$ cat src/rtl/jddm_pkg.sv
`timescale 1ns / 1ps
// ----------------------------------------------------------------------------
// jddm_pkg
// Shared types, widths and fixed-point constants of the joystick mixer.
// ----------------------------------------------------------------------------
package jddm_pkg;

	localparam int unsigned POS_W     = 12;
	localparam int unsigned SET_W     = 7;
	localparam int unsigned MODE_W    = 4;
	localparam int unsigned DUTY_W    = 16;
	localparam int unsigned CFG_IDX_W = 3;
	localparam int unsigned CFG_W     = 12;
	localparam int unsigned SCALE_W   = 7;
	localparam int unsigned OPND_W    = 13;
	localparam int unsigned COEF_W    = 17;
	localparam int unsigned PROD_W    = OPND_W + COEF_W;
	localparam int unsigned MIX_W     = 32;
	localparam int unsigned SPROD_W   = PROD_W + SCALE_W;
	localparam int unsigned DIFF_W    = 14;

	// Q1.16 mixing coefficients; K_UNIT carries an integer duty through the mixer
	localparam logic [COEF_W-1:0] K_HI   = 17'd47101;
	localparam logic [COEF_W-1:0] K_MID  = 17'd37375;
	localparam logic [COEF_W-1:0] K_LO   = 17'd9719;
	localparam logic [COEF_W-1:0] K_UNIT = 17'd65536;

	localparam logic [OPND_W-1:0]  SPIN_DUTY = 13'd736;
	localparam logic [POS_W-1:0]   MID       = 12'd2048;
	localparam logic [DIFF_W-1:0]  MID_D     = 14'd2048;
	localparam logic [SCALE_W-1:0] MAX_SCALE = 7'd89;
	localparam logic [SET_W-1:0]   SET_TOP   = 7'd99;
	localparam logic [DUTY_W-1:0]  DUTY_MAX  = 16'hFFFF;
	localparam logic [DUTY_W-1:0]  DUTY_STOP = 16'd1;

	localparam logic [CFG_W-1:0] RST_CENTER_LOW  = 12'd1700;
	localparam logic [CFG_W-1:0] RST_CENTER_HIGH = 12'd2200;
	localparam logic [CFG_W-1:0] RST_FWD_LOW     = 12'd1800;
	localparam logic [CFG_W-1:0] RST_FWD_HIGH    = 12'd2200;
	localparam logic [CFG_W-1:0] RST_REV_LOW     = 12'd1800;
	localparam logic [CFG_W-1:0] RST_REV_HIGH    = 12'd2200;

	typedef enum logic [CFG_IDX_W-1:0] {
		CFG_CENTER_LOW  = 3'd0,
		CFG_CENTER_HIGH = 3'd1,
		CFG_FWD_LOW     = 3'd2,
		CFG_FWD_HIGH    = 3'd3,
		CFG_REV_LOW     = 3'd4,
		CFG_REV_HIGH    = 3'd5
	} cfg_idx_t;

	typedef enum logic [MODE_W-1:0] {
		MODE_SPIN_REV = 4'd1,
		MODE_STOP     = 4'd2,
		MODE_SPIN_FWD = 4'd3
	} spin_mode_t;

	typedef enum logic [1:0] {
		OUT_RUN  = 2'd0,
		OUT_STOP = 2'd1,
		OUT_HOLD = 2'd2
	} out_kind_t;

	typedef enum logic [2:0] {
		ST_IDLE    = 3'd0,
		ST_CLASS   = 3'd1,
		ST_LEFT_A  = 3'd2,
		ST_LEFT_B  = 3'd3,
		ST_RIGHT_A = 3'd4,
		ST_RIGHT_B = 3'd5,
		ST_RIGHT_S = 3'd6,
		ST_FINISH  = 3'd7
	} state_t;

	typedef struct packed {
		logic load;
		logic classify;
		logic term_en;
		logic term_right;
		logic term_second;
		logic scale_left;
		logic scale_right;
		logic finish;
	} dp_cmd_t;

	typedef struct packed {
		logic skip_math;
	} dp_status_t;

endpackage

$ cat src/rtl/jddm_ctrl.sv
`timescale 1ns / 1ps
// ----------------------------------------------------------------------------
// jddm_ctrl
// Sequencer: steps the shared multipliers and owns both handshakes.
// ----------------------------------------------------------------------------
module jddm_ctrl (
	input  logic                clk,
	input  logic                arst_n,
	input  logic                sample_valid,
	output logic                sample_ready,
	output logic                result_valid,
	input  logic                result_ready,
	input  jddm_pkg::dp_status_t status,
	output jddm_pkg::dp_cmd_t    cmd
);
	import jddm_pkg::*;

	state_t state_q, state_d;
	logic   out_valid_q;
	logic   out_free;

	assign out_free     = !out_valid_q || result_ready;
	assign result_valid = out_valid_q;

	always_ff @(posedge clk or negedge arst_n) begin
		if (!arst_n) begin
			state_q <= ST_IDLE;
		end else begin
			state_q <= state_d;
		end
	end

	always_ff @(posedge clk or negedge arst_n) begin
		if (!arst_n) begin
			out_valid_q <= 1'b0;
		end else if (cmd.finish) begin
			out_valid_q <= 1'b1;
		end else if (result_ready) begin
			out_valid_q <= 1'b0;
		end
	end

	always_comb begin
		state_d      = state_q;
		cmd          = '0;
		sample_ready = 1'b0;
		case (state_q)
			ST_IDLE: begin
				sample_ready = 1'b1;
				if (sample_valid) begin
					cmd.load = 1'b1;
					state_d  = ST_CLASS;
				end
			end
			ST_CLASS: begin
				cmd.classify = 1'b1;
				state_d      = status.skip_math ? ST_FINISH : ST_LEFT_A;
			end
			ST_LEFT_A: begin
				cmd.term_en = 1'b1;
				state_d     = ST_LEFT_B;
			end
			ST_LEFT_B: begin
				cmd.term_en     = 1'b1;
				cmd.term_second = 1'b1;
				state_d         = ST_RIGHT_A;
			end
			ST_RIGHT_A: begin
				cmd.term_en    = 1'b1;
				cmd.term_right = 1'b1;
				cmd.scale_left = 1'b1;
				state_d        = ST_RIGHT_B;
			end
			ST_RIGHT_B: begin
				cmd.term_en     = 1'b1;
				cmd.term_right  = 1'b1;
				cmd.term_second = 1'b1;
				state_d         = ST_RIGHT_S;
			end
			ST_RIGHT_S: begin
				cmd.scale_right = 1'b1;
				state_d         = ST_FINISH;
			end
			ST_FINISH: begin
				if (out_free) begin
					cmd.finish = 1'b1;
					state_d    = ST_IDLE;
				end
			end
			default: begin
				state_d = ST_IDLE;
			end
		endcase
	end

endmodule

$ cat src/rtl/jddm_datapath.sv
`timescale 1ns / 1ps
// ----------------------------------------------------------------------------
// jddm_datapath
// Threshold registers, region decode, shared mixing multipliers, output hold.
// ----------------------------------------------------------------------------
module jddm_datapath (
	input  logic                          clk,
	input  logic                          arst_n,
	input  jddm_pkg::dp_cmd_t             cmd,
	output jddm_pkg::dp_status_t          status,
	input  logic [jddm_pkg::POS_W-1:0]    x_position,
	input  logic [jddm_pkg::POS_W-1:0]    y_position,
	input  logic [jddm_pkg::SET_W-1:0]    speed_setting,
	input  logic [jddm_pkg::MODE_W-1:0]   spin_mode,
	input  logic                          cfg_we,
	input  logic [jddm_pkg::CFG_IDX_W-1:0] cfg_index,
	input  logic [jddm_pkg::CFG_W-1:0]    cfg_data,
	output logic                          left_forward,
	output logic                          right_forward,
	output logic [jddm_pkg::DUTY_W-1:0]   left_duty,
	output logic [jddm_pkg::DUTY_W-1:0]   right_duty,
	output logic                          held
);
	import jddm_pkg::*;

	// threshold registers
	logic [CFG_W-1:0] center_low_q, center_high_q;
	logic [CFG_W-1:0] fwd_low_q, fwd_high_q, rev_low_q, rev_high_q;

	// latched request
	logic [POS_W-1:0]  x_q, y_q;
	logic [SET_W-1:0]  set_q;
	logic [MODE_W-1:0] mode_q;

	// decode results
	out_kind_t         kind_d, kind_q;
	logic              lf_d, rf_d, lf_q, rf_q;
	logic [SCALE_W-1:0] scale_d, scale_q;
	logic [OPND_W-1:0] lp1_d, lp2_d, rp1_d, rp2_d;
	logic [COEF_W-1:0] lc1_d, lc2_d, rc1_d, rc2_d;
	logic [OPND_W-1:0] lp1_q, lp2_q, rp1_q, rp2_q;
	logic [COEF_W-1:0] lc1_q, lc2_q, rc1_q, rc2_q;

	// math
	logic [OPND_W-1:0]  mul_p;
	logic [COEF_W-1:0]  mul_c;
	logic [PROD_W-1:0]  term_prod;
	logic signed [MIX_W-1:0] acc_l_q, acc_r_q, acc_sel, acc_next;
	logic [SPROD_W-1:0] scale_prod;
	logic [DUTY_W-1:0]  duty_d, duty_l_q, duty_r_q;

	// previous non-held outputs
	logic [DUTY_W-1:0] last_ld_q, last_rd_q;
	logic              last_lf_q, last_rf_q;

	logic signed [DIFF_W-1:0] dx, fy, lx, ry;
	logic in_center;

	always_ff @(posedge clk or negedge arst_n) begin
		if (!arst_n) begin
			center_low_q  <= RST_CENTER_LOW;
			center_high_q <= RST_CENTER_HIGH;
			fwd_low_q     <= RST_FWD_LOW;
			fwd_high_q    <= RST_FWD_HIGH;
			rev_low_q     <= RST_REV_LOW;
			rev_high_q    <= RST_REV_HIGH;
		end else if (cfg_we) begin
			case (cfg_idx_t'(cfg_index))
				CFG_CENTER_LOW:  center_low_q  <= cfg_data;
				CFG_CENTER_HIGH: center_high_q <= cfg_data;
				CFG_FWD_LOW:     fwd_low_q     <= cfg_data;
				CFG_FWD_HIGH:    fwd_high_q    <= cfg_data;
				CFG_REV_LOW:     rev_low_q     <= cfg_data;
				CFG_REV_HIGH:    rev_high_q    <= cfg_data;
				default: begin
				end
			endcase
		end
	end

	always_ff @(posedge clk) begin
		if (cmd.load) begin
			x_q    <= x_position;
			y_q    <= y_position;
			set_q  <= speed_setting;
			mode_q <= spin_mode;
		end
	end

	// offsets from center, signed
	assign dx = $signed({2'b00, x_q}) - $signed(MID_D);
	assign fy = $signed({2'b00, y_q}) - $signed(MID_D);
	assign lx = $signed(MID_D) - $signed({2'b00, x_q});
	assign ry = $signed(MID_D) - $signed({2'b00, y_q});

	assign in_center = (x_q > center_low_q) && (x_q < center_high_q)
		&& (y_q > center_low_q) && (y_q < center_high_q);

	always_comb begin
		logic signed [DIFF_W-1:0] rdiff;
		rdiff   = '0;
		kind_d  = OUT_RUN;
		lf_d    = 1'b0;
		rf_d    = 1'b0;
		lp1_d   = '0;
		lp2_d   = '0;
		rp1_d   = '0;
		rp2_d   = '0;
		lc1_d   = K_HI;
		lc2_d   = K_MID;
		rc1_d   = K_HI;
		rc2_d   = K_MID;
		if (set_q > SET_TOP) begin
			scale_d = '0;
		end else if ((SET_TOP - set_q) > MAX_SCALE) begin
			scale_d = MAX_SCALE;
		end else begin
			scale_d = SET_TOP - set_q;
		end

		if (in_center) begin
			case (mode_q)
				MODE_STOP: kind_d = OUT_STOP;
				MODE_SPIN_REV, MODE_SPIN_FWD: begin
					lp1_d = SPIN_DUTY;
					rp1_d = SPIN_DUTY;
					lc1_d = K_UNIT;
					rc1_d = K_UNIT;
					lf_d  = (mode_q == MODE_SPIN_FWD);
					rf_d  = (mode_q == MODE_SPIN_REV);
				end
				default: kind_d = OUT_HOLD;
			endcase
		end else if (y_q > MID) begin
			lf_d = 1'b1;
			rf_d = 1'b1;
			if ((x_q > fwd_low_q) && (x_q < fwd_high_q)) begin
				lp1_d = fy[OPND_W-1:0];
				rp1_d = fy[OPND_W-1:0];
			end else if (x_q > MID) begin
				if (y_q > x_q) begin
					lp1_d = fy[OPND_W-1:0];
					rp1_d = fy[OPND_W-1:0];
					rp2_d = dx[OPND_W-1:0];
				end else begin
					lp1_d = dx[OPND_W-1:0];
					rp1_d = fy[OPND_W-1:0];
					rc1_d = K_LO;
				end
			end else if (fy > lx) begin
				lp1_d = fy[OPND_W-1:0];
				lp2_d = lx[OPND_W-1:0];
				rp1_d = fy[OPND_W-1:0];
			end else begin
				lp1_d = fy[OPND_W-1:0];
				lc1_d = K_LO;
				rp1_d = lx[OPND_W-1:0];
			end
		end else begin
			if ((x_q > rev_low_q) && (x_q < rev_high_q)) begin
				lp1_d = ry[OPND_W-1:0];
				rp1_d = ry[OPND_W-1:0];
			end else if (x_q >= rev_high_q) begin
				rdiff = ry - dx;
				if (dx < ry) begin
					lp1_d = ry[OPND_W-1:0];
					rp1_d = rdiff[OPND_W-1:0];
				end else begin
					kind_d = OUT_STOP;
				end
			end else if (x_q <= rev_low_q) begin
				rdiff = ry - lx;
				if (lx < ry) begin
					rp1_d = ry[OPND_W-1:0];
					lp1_d = rdiff[OPND_W-1:0];
				end else begin
					kind_d = OUT_STOP;
				end
			end else begin
				kind_d = OUT_STOP;
			end
		end
	end

	assign status.skip_math = (kind_d != OUT_RUN);

	always_ff @(posedge clk) begin
		if (cmd.classify) begin
			kind_q  <= kind_d;
			lf_q    <= lf_d;
			rf_q    <= rf_d;
			scale_q <= scale_d;
			lp1_q   <= lp1_d;
			lp2_q   <= lp2_d;
			rp1_q   <= rp1_d;
			rp2_q   <= rp2_d;
			lc1_q   <= lc1_d;
			lc2_q   <= lc2_d;
			rc1_q   <= rc1_d;
			rc2_q   <= rc2_d;
		end
	end

	// shared offset-times-coefficient multiplier
	always_comb begin
		case ({cmd.term_right, cmd.term_second})
			2'b00: begin mul_p = lp1_q; mul_c = lc1_q; end
			2'b01: begin mul_p = lp2_q; mul_c = lc2_q; end
			2'b10: begin mul_p = rp1_q; mul_c = rc1_q; end
			default: begin mul_p = rp2_q; mul_c = rc2_q; end
		endcase
	end

	assign term_prod = PROD_W'(mul_p) * PROD_W'(mul_c);

	always_comb begin
		if (cmd.term_second) begin
			acc_next = (cmd.term_right ? acc_r_q : acc_l_q)
				- $signed(MIX_W'(term_prod));
		end else begin
			acc_next = $signed(MIX_W'(term_prod));
		end
	end

	always_ff @(posedge clk) begin
		if (cmd.term_en && !cmd.term_right) begin
			acc_l_q <= acc_next;
		end
		if (cmd.term_en && cmd.term_right) begin
			acc_r_q <= acc_next;
		end
	end

	// shared mix-times-scale multiplier, then truncate and saturate
	assign acc_sel    = cmd.scale_left ? acc_l_q : acc_r_q;
	assign scale_prod = SPROD_W'(acc_sel[PROD_W-1:0]) * SPROD_W'(scale_q);

	always_comb begin
		if (acc_sel[MIX_W-1] || (acc_sel == '0)) begin
			duty_d = '0;
		end else if (scale_prod[SPROD_W-1:DUTY_W+16] != '0) begin
			duty_d = DUTY_MAX;
		end else begin
			duty_d = scale_prod[DUTY_W+15:16];
		end
	end

	always_ff @(posedge clk) begin
		if (cmd.scale_left) begin
			duty_l_q <= duty_d;
		end
		if (cmd.scale_right) begin
			duty_r_q <= duty_d;
		end
	end

	always_ff @(posedge clk or negedge arst_n) begin
		if (!arst_n) begin
			last_ld_q <= '0;
			last_rd_q <= '0;
			last_lf_q <= 1'b0;
			last_rf_q <= 1'b0;
		end else if (cmd.finish) begin
			case (kind_q)
				OUT_RUN: begin
					last_ld_q <= duty_l_q;
					last_rd_q <= duty_r_q;
					last_lf_q <= lf_q;
					last_rf_q <= rf_q;
				end
				OUT_STOP: begin
					last_ld_q <= DUTY_STOP;
					last_rd_q <= DUTY_STOP;
					last_lf_q <= 1'b0;
					last_rf_q <= 1'b0;
				end
				default: begin
				end
			endcase
		end
	end

	always_ff @(posedge clk) begin
		if (cmd.finish) begin
			case (kind_q)
				OUT_RUN: begin
					left_duty     <= duty_l_q;
					right_duty    <= duty_r_q;
					left_forward  <= lf_q;
					right_forward <= rf_q;
					held          <= 1'b0;
				end
				OUT_STOP: begin
					left_duty     <= DUTY_STOP;
					right_duty    <= DUTY_STOP;
					left_forward  <= 1'b0;
					right_forward <= 1'b0;
					held          <= 1'b0;
				end
				default: begin
					left_duty     <= last_ld_q;
					right_duty    <= last_rd_q;
					left_forward  <= last_lf_q;
					right_forward <= last_rf_q;
					held          <= 1'b1;
				end
			endcase
		end
	end

endmodule

$ cat src/rtl/joystick_differential_drive_mixer_core.sv
`timescale 1ns / 1ps
// Sequence: a sample that needs the multipliers is accepted, decoded, then runs
//   two offset products per side and two scale products before its result is valid;
//   stop and hold outcomes skip the multipliers and go from decode to the result.
// A new request is taken only once the previous one has left the sequence;
//   a waiting result does not block acceptance of the next request.
// Reset: thresholds return to 1700/2200/1800/2200/1800/2200, stored outputs to 0.
// ----------------------------------------------------------------------------
// joystick_differential_drive_mixer_core
// Mixes a joystick sample into left/right motor direction and PWM duty.
// ----------------------------------------------------------------------------
module joystick_differential_drive_mixer_core (
	input  logic                           clk,
	input  logic                           arst_n,
	// request channel
	input  logic                           sample_valid,
	output logic                           sample_ready,
	input  logic [jddm_pkg::POS_W-1:0]     x_position,
	input  logic [jddm_pkg::POS_W-1:0]     y_position,
	input  logic [jddm_pkg::SET_W-1:0]     speed_setting,
	input  logic [jddm_pkg::MODE_W-1:0]    spin_mode,
	// result channel
	output logic                           result_valid,
	input  logic                           result_ready,
	output logic                           left_forward,
	output logic                           right_forward,
	output logic [jddm_pkg::DUTY_W-1:0]    left_duty,
	output logic [jddm_pkg::DUTY_W-1:0]    right_duty,
	output logic                           held,
	// threshold write port
	input  logic                           cfg_we,
	input  logic [jddm_pkg::CFG_IDX_W-1:0] cfg_index,
	input  logic [jddm_pkg::CFG_W-1:0]     cfg_data
);
	import jddm_pkg::*;

	// Controller issues one command per cycle; the datapath reports only
	// whether the decoded region needs the multipliers at all.
	dp_cmd_t    cmd;
	dp_status_t status;

	// Sequencer: accept in idle, decode, left terms, right terms with the left
	// scale product overlapped, right scale product, then publish the result
	// once the output register is free or being drained; stop and hold skip the math.
	jddm_ctrl u_ctrl (
		.clk          (clk),
		.arst_n       (arst_n),
		.sample_valid (sample_valid),
		.sample_ready (sample_ready),
		.result_valid (result_valid),
		.result_ready (result_ready),
		.status       (status),
		.cmd          (cmd)
	);

	// Datapath: threshold registers, region decode into operand/coefficient
	// pairs, shared multipliers, saturation, and the held-output memory.
	// The spin duty rides the same path with a unit coefficient so that
	// 736 times the scale falls out of the common truncating shift.
	jddm_datapath u_dp (
		.clk           (clk),
		.arst_n        (arst_n),
		.cmd           (cmd),
		.status        (status),
		.x_position    (x_position),
		.y_position    (y_position),
		.speed_setting (speed_setting),
		.spin_mode     (spin_mode),
		.cfg_we        (cfg_we),
		.cfg_index     (cfg_index),
		.cfg_data      (cfg_data),
		.left_forward  (left_forward),
		.right_forward (right_forward),
		.left_duty     (left_duty),
		.right_duty    (right_duty),
		.held          (held)
	);

endmodule

$ cat config.mk
export PLATFORM = sky130hd
export DESIGN_NAME = joystick_differential_drive_mixer_core
export DESIGN_NICKNAME = d
export VERILOG_FILES = /design/src/rtl/jddm_pkg.sv /design/src/rtl/jddm_ctrl.sv /design/src/rtl/jddm_datapath.sv /design/src/rtl/joystick_differential_drive_mixer_core.sv
export SDC_FILE = /design/constraint.sdc
export NUM_CORES = 2
export LEC_CHECK = 0
export BUFFER_PORTS_ARGS = -buffer_cell sky130_fd_sc_hd__buf_2
export CAP_MARGIN = 20
export CORE_UTILIZATION = 51
export CTS_CLUSTER_SIZE = 28
export DETAILED_ROUTE_END_ITERATION = 10
export HOLD_SLACK_MARGIN = 0.06
export PLACE_DENSITY_LB_ADDON = 0.3
export SLEW_MARGIN = 20
export SYNTH_ARGS = -nofsm -noshare
export SYNTH_HDL_FRONTEND = slang
export SYNTH_HIERARCHICAL = 1
export SYNTH_SLANG_ARGS = --single-unit
$ cat constraint.sdc
create_clock -name clk -period 18.9 [get_ports clk]
set_input_delay 3.78 -clock clk [delete_from_list [all_inputs] [get_ports clk]]
set_output_delay 3.78 -clock clk [all_outputs]
set_load 0.05 [all_outputs]
; ---- Word-level counts from Yosys, hierarchy flattened
; Index checks and enable logic that the tools add are counted.
[totals]
output_inout_bits = 37
word_cells = 197
regBits = 373
inputBits = 55
[op_classes]
mul = 2
magnitude_cmp = 18
n_bitwise = 4
eq_ne = 20
mux = 75
reduce_logical = 34
add_sub_neg = 8
[ops]
columns = cell, n
row1 = 2-to-1 mux 13 bit, 20
row2 = 2-to-1 mux 17 bit, 9
row3 = 2-to-1 mux 32 bit, 3
row4 = 2-to-1 mux 16 bit, 4
row5 = case mux 16 bit (2 select lines), 2
row6 = > comparator 12 bit, 5
row7 = < comparator 12 bit, 4
row8 = case mux 13 bit (3 select lines), 1
row9 = multiplier 30 x 7 -> 37 bit, 1
row10 = case mux 17 bit (2 select lines), 1
row11 = zero test 32 bit, 1
row12 = subtractor 32 x 31 -> 32 bit, 1
row13 = multiplier 13 x 17 -> 30 bit, 1
row14 = < comparator 13 bit, 2
row15 = "subtractor 12 x 12 -> 13 bit, first input constant", 2
row16 = "subtractor 12 x 12 -> 13 bit, second input constant", 2
row17 = subtractor 13 bit, 2
row18 = "> comparator 12 bit, second input constant", 2
row19 = case mux 3 bit (8 select lines), 1
row20 = 2-to-1 mux 1 bit, 22
row21 = "equality test 3 bit, second input constant", 6
row22 = "> comparator 7 bit, second input constant", 2
row23 = AND reduction 2 bit, 7
row24 = > comparator 13 bit, 1
row25 = 28 further kinds, 59

; ---- Longest topological paths before layout
[logic_depth]
ltp_word = 11
ltp_mapped = 39
depth_no_buf = 34

; ---- Cells and area by module
; The synthesis kept the hierarchy.
[modules_own_cells]
columns = mod, n_inst, area_each_um2, cells_per_inst, seq_area_each_um2
row1 = jddm_datapath, 1, 31999.4, 3169, 9710.6
row2 = jddm_ctrl, 1, 364.1, 39, 100.1

; ---- Worst setup path after synthesis
; Ideal clock, no wire load.
[synth_path]
path_type = register to register
startpoint = reg u_ctrl.state_q[1]
endpoint = reg u_dp.acc_l_q[30] (data pin)
setup_time_ns = 0.270
required_ns = 18.630
period_less_slack_ns = 8.978
arrival_ns = 8.709
setup_slack_ns = 9.922
path_buffers = 5
stages_incl_launch_ff = 37
path_cell_list = dfrtp_1 > buf_6 > inv_1 > ha_1 > clkbuf_1 > clkbuf_1 > buf_1 > mux4_2 > and2_1 > fa_1 > inv_1 > fa_1 > inv_1 > fa_1 > fa_1 > inv_1 > fa_1 > inv_1 > ha_1 > clkbuf_1 > and4_1 > nand2_1 > o211ai_1 > a31oi_4 > o21ai_1 > a31oi_1 > xor2_1 > ha_1 > and3_1 > a21boi_0 > o31ai_1 > a22oi_1 > o21ai_1 > a21oi_2 > o211ai_1 > xnor2_1 > nor2_1
[synth_lines]
columns = item, line_no
row1 = from (decl), jddm_ctrl.sv:18  ; state_t state_q, state_d;
row2 = from (signal assigned), jddm_ctrl.sv:29  ; state_q <= state_d;
row3 = to (signal assigned), jddm_datapath.sv:227  ; acc_l_q <= acc_next;
row4 = to (decl), jddm_datapath.sv:48  ; logic signed [MIX_W-1:0] acc_l_q, acc_r_q, acc_sel, acc_next;

==> results.yml <==
run_status:
  outcome: "complete, no violations"
synthesis:
  syn_area_um2: 32400
  netlist-cell-type-count: 91
  synth_mux_area_frac: 0.0596
  synth_compound_area_frac: 0.115
  ys_warn_count: 6
  syn_inst: 3208
  synth_seq_area_share: 0.303
  ys.flop_type: "edfxtp_1"
  synth_xor_area_frac: 0.0317
  avgSynthCellArea_um2: 10.1
  synth_top_family_by_area: "adder cells"
  async_flop_share: 0.320
  synthAdderAreaFrac: 0.291
  synth_edf_count: 234
  ys_ff_latch: 344
  synthSimpleGateAreaFrac: 0.132
timing:
  relSlewSlack: 0.290
  fmax_mhz: 102
  finalSetupViolCount: 0
  tns_ps: 0
  hold_viol_final: 0
  period_share: 0.520
  maxSlewViolCount: 0
  rsz0062_at_grt: "false"
  finalCriticalPeriod_ps: 9830
  tightest_slew_ps: 1060
  skew_ps: 42.5
routing:
  viasPerCell: 5.61
  drtPass1Iterations: 6
  drt_wl_total_mm: 74.8
  vias: 23200
  ant_nets: 0
  drt-wirelength-per-cell_um: 18.1
  drt_iter0_markers: 1465
  drc: 0
worst_setup_path:
  cp-start-kind: "register"
  worst-setup-path-type: "reg2reg"
  slowest_stage: "dfrtp_1"
  cp_slowest_stage_delay_ps: 610
  crit_path_end: "u_dp/acc_l_q[28]"
  cp_max_fo: 58
  worstPathArrival_ps: 10100
  r2r_end: "u_dp/acc_l_q[28]"
  end_kind: "register"
  r2r_slack_ps: 9070
  reg2reg_depth: 34
  reg2reg_from: "u_ctrl/state_q[1]"
  startpoint: "u_ctrl/state_q[1]"
  cp_data_required_time_ps: 19170
global_routing:
  antenna_found_initial: 0
  top_usage_layer: "met2"
  grtUsageMet2: 0.409
  grt_max_degree: 70
  grt_pass1_vias: 23300
  grt_pass1_wl_mm: 122
  grt_use_total: 0.237
  grt_util_met1: 0.314
  met3_usage: 0.0228
  overflow: 0
die:
  rows: 91
  die_h_um: 254
  die-area_um2: 64500
  start_util: 0.521
  ioPinCount: 92
  design.core.area_um2: 62200
  die_w_um: 254
clock_network:
  clkTransAtPathRegs_ps: 60
  cts_buffers: 37
  clock-sinks: 344
  root_buffer: "clkbuf_16"
  h-tree-depth: 2
  hold_buffers: 0
  cts_tree: "done"
  cts_resized: 0
  cts_setup_buffers: 0
  cts_max_path_buffers: 3
  insertion_delay_ps: 580
layout:
  design_area_um2: 35100
  diodes: 0
  drive_gt1_frac: 0.121
  areaGrowthSynthToFinish_pct: 8.37
  final_nets: 3925
worst_hold_path:
  hold_path.class: "reg2reg"
placement:
  gp_congestion: 0.938
  dp_hpwl_mm: 57.5
  dpl_cell_area_um2: 33800
  portBuffers: 91
run:
  cap_violations: 0
[Yosys cell counts, types with 6 or more instances]
master / instances / share of area
a211oi_1: 21 / 0.0049
nand3_1: 31 / 0.0048
mux2_2: 115 / 0.040
a2111oi_0: 7 / 0.0019
o21ai_0: 162 / 0.025
nor4_1: 18 / 0.0035
buf_2: 6 / 0.00093
a21o_1: 86 / 0.020
buf_1: 11 / 0.0013
o22ai_1: 11 / 0.0021
o2111ai_1: 6 / 0.0016
o21a_1: 32 / 0.0074
o221ai_1: 8 / 0.0022
nand2_1: 353 / 0.041
or3_1: 23 / 0.0044
xor2_1: 39 / 0.011
ha_1: 326 / 0.13
a221o_1: 8 / 0.0025
dfstp_2: 25 / 0.020
inv_1: 473 / 0.055
a21oi_1: 105 / 0.016
nor2_1: 102 / 0.012
o211ai_1: 10 / 0.0023
o21bai_1: 9 / 0.0021
dfrtp_1: 85 / 0.066
mux2i_1: 31 / 0.0096
and2_1: 121 / 0.023
o21ai_1: 7 / 0.0011
nor3_1: 28 / 0.0043
edfxtp_1: 234 / 0.22
and3_1: 17 / 0.0033
xnor2_1: 78 / 0.021
or2_2: 7 / 0.0014
nor2b_1: 42 / 0.0081
clkbuf_1: 72 / 0.0084
fa_1: 267 / 0.17
a31o_2: 7 / 0.0019
nand4_1: 34 / 0.0066
a31oi_1: 8 / 0.0015
o31ai_1: 8 / 0.0019
mux4_2: 13 / 0.0090
nand2b_1: 59 / 0.011
[final cells by class]
| class | count | area (um^2) |
|---|---|---|
| Fill cell | 5423 | 27100 |
| Timing Repair Buffer | 124 | 728 |
| Clock buffer | 43 | 980 |
| Tap cell | 837 | 1050 |
| Multi-Input combinational cell | 2297 | 20500 |
| Inverter | 473 | 1780 |
| Clock inverter | 25 | 282 |
| Sequential cell | 344 | 9810 |
[state kept, by name, summed over array words and instances (netlist names), 16 cells and up]
name and flops:
u_dp/left_duty 16, u_dp/last_ld_q 16, u_dp/duty_r_q 16, u_dp/acc_l_q 32, u_dp/last_rd_q 16, u_dp/right_duty 16
u_dp/acc_r_q 32, u_dp/duty_l_q 16
[cells by family (layout without fill, tap and decap cells)]
group,count (synthesis),in the layout
AOI/OAI and AO/OA,560,560
muxes,161,161
adders and majority gates,593,593
xor gates and xnor gates,117,117
other,1,2
and+or+nand+nor,864,864
DFF,344,344
buffers and inverters,568,665
[worst min path at each step]
stage                             start                   to  slack (ps)  cells after the start
floorplan           u_dp/rev_high_q[10]  u_dp/rev_high_q[10]         480                      1
global placement     u_dp/rev_high_q[6]   u_dp/rev_high_q[6]         490                      1
detailed placement   u_dp/rev_high_q[1]   u_dp/rev_high_q[1]         490                      1
CTS                  u_dp/rev_high_q[1]   u_dp/rev_high_q[1]         510                      1
global route          u_dp/last_ld_q[7]    u_dp/last_ld_q[7]         510                      1
finish                u_dp/rev_low_q[8]    u_dp/rev_low_q[8]         510                      2
[metrics by stage]
step	util	hold WS, ps	cells	setup WS (ps)
final	0.564	507	4143	9070
after detailed placement	0.543	494	4072	9240
after global routing	0.564	514	4143	8430
after CTS	0.563	509	4140	9140
after global placement	0.543	487	4072	9340
after floorplan	-	479	3209	9920
[worst max-delay path: cells and delay by family, from the launching register on]
family | cells | cell delay, ps
flip-flops | 1 | 610
buffers and inverters | 6 | 1320
XOR/XNOR | 3 | 570
adder cells (fa/ha/maj) | 7 | 3270
AND/OR/NAND/NOR | 6 | 1260
multiplexers | 1 | 100
AO/OA/AOI/OAI | 11 | 2370
[placed cells by master, fill, tap and decap left out, drive strengths merged, types with 11 or more instances in the layout]
master	netlist	layout
or3	23	23
dfstp	25	25
and2	123	123
and3	17	17
xnor2	78	78
a21o	86	86
dfrtp	85	85
xor2	39	39
fa	267	267
o22ai	11	11
clkbuf	72	43
inv	473	476
mux2i	31	31
nand3	32	32
buf	23	124
nor3	30	30
a211oi	25	25
o21ai	172	172
clkinv	0	16
nand2	354	354
nor2b	42	42
a21oi	106	106
edfxtp	234	234
nand2b	59	59
o21a	32	32
mux4	13	13
ha	326	326
nand4	35	35
o211ai	13	13
mux2	117	117
nor4	19	19
nor2	104	104
[routing by layer]
layer	up-vias	routed length [um]
met5	-	0
met4	0	1760
met3	105	3280
li1	11100	-
met2	581	36600
met1	11500	33100
Power is not shown: default switching activity piles up to over one toggle a cycle in this logic, so the estimate is an artifact.
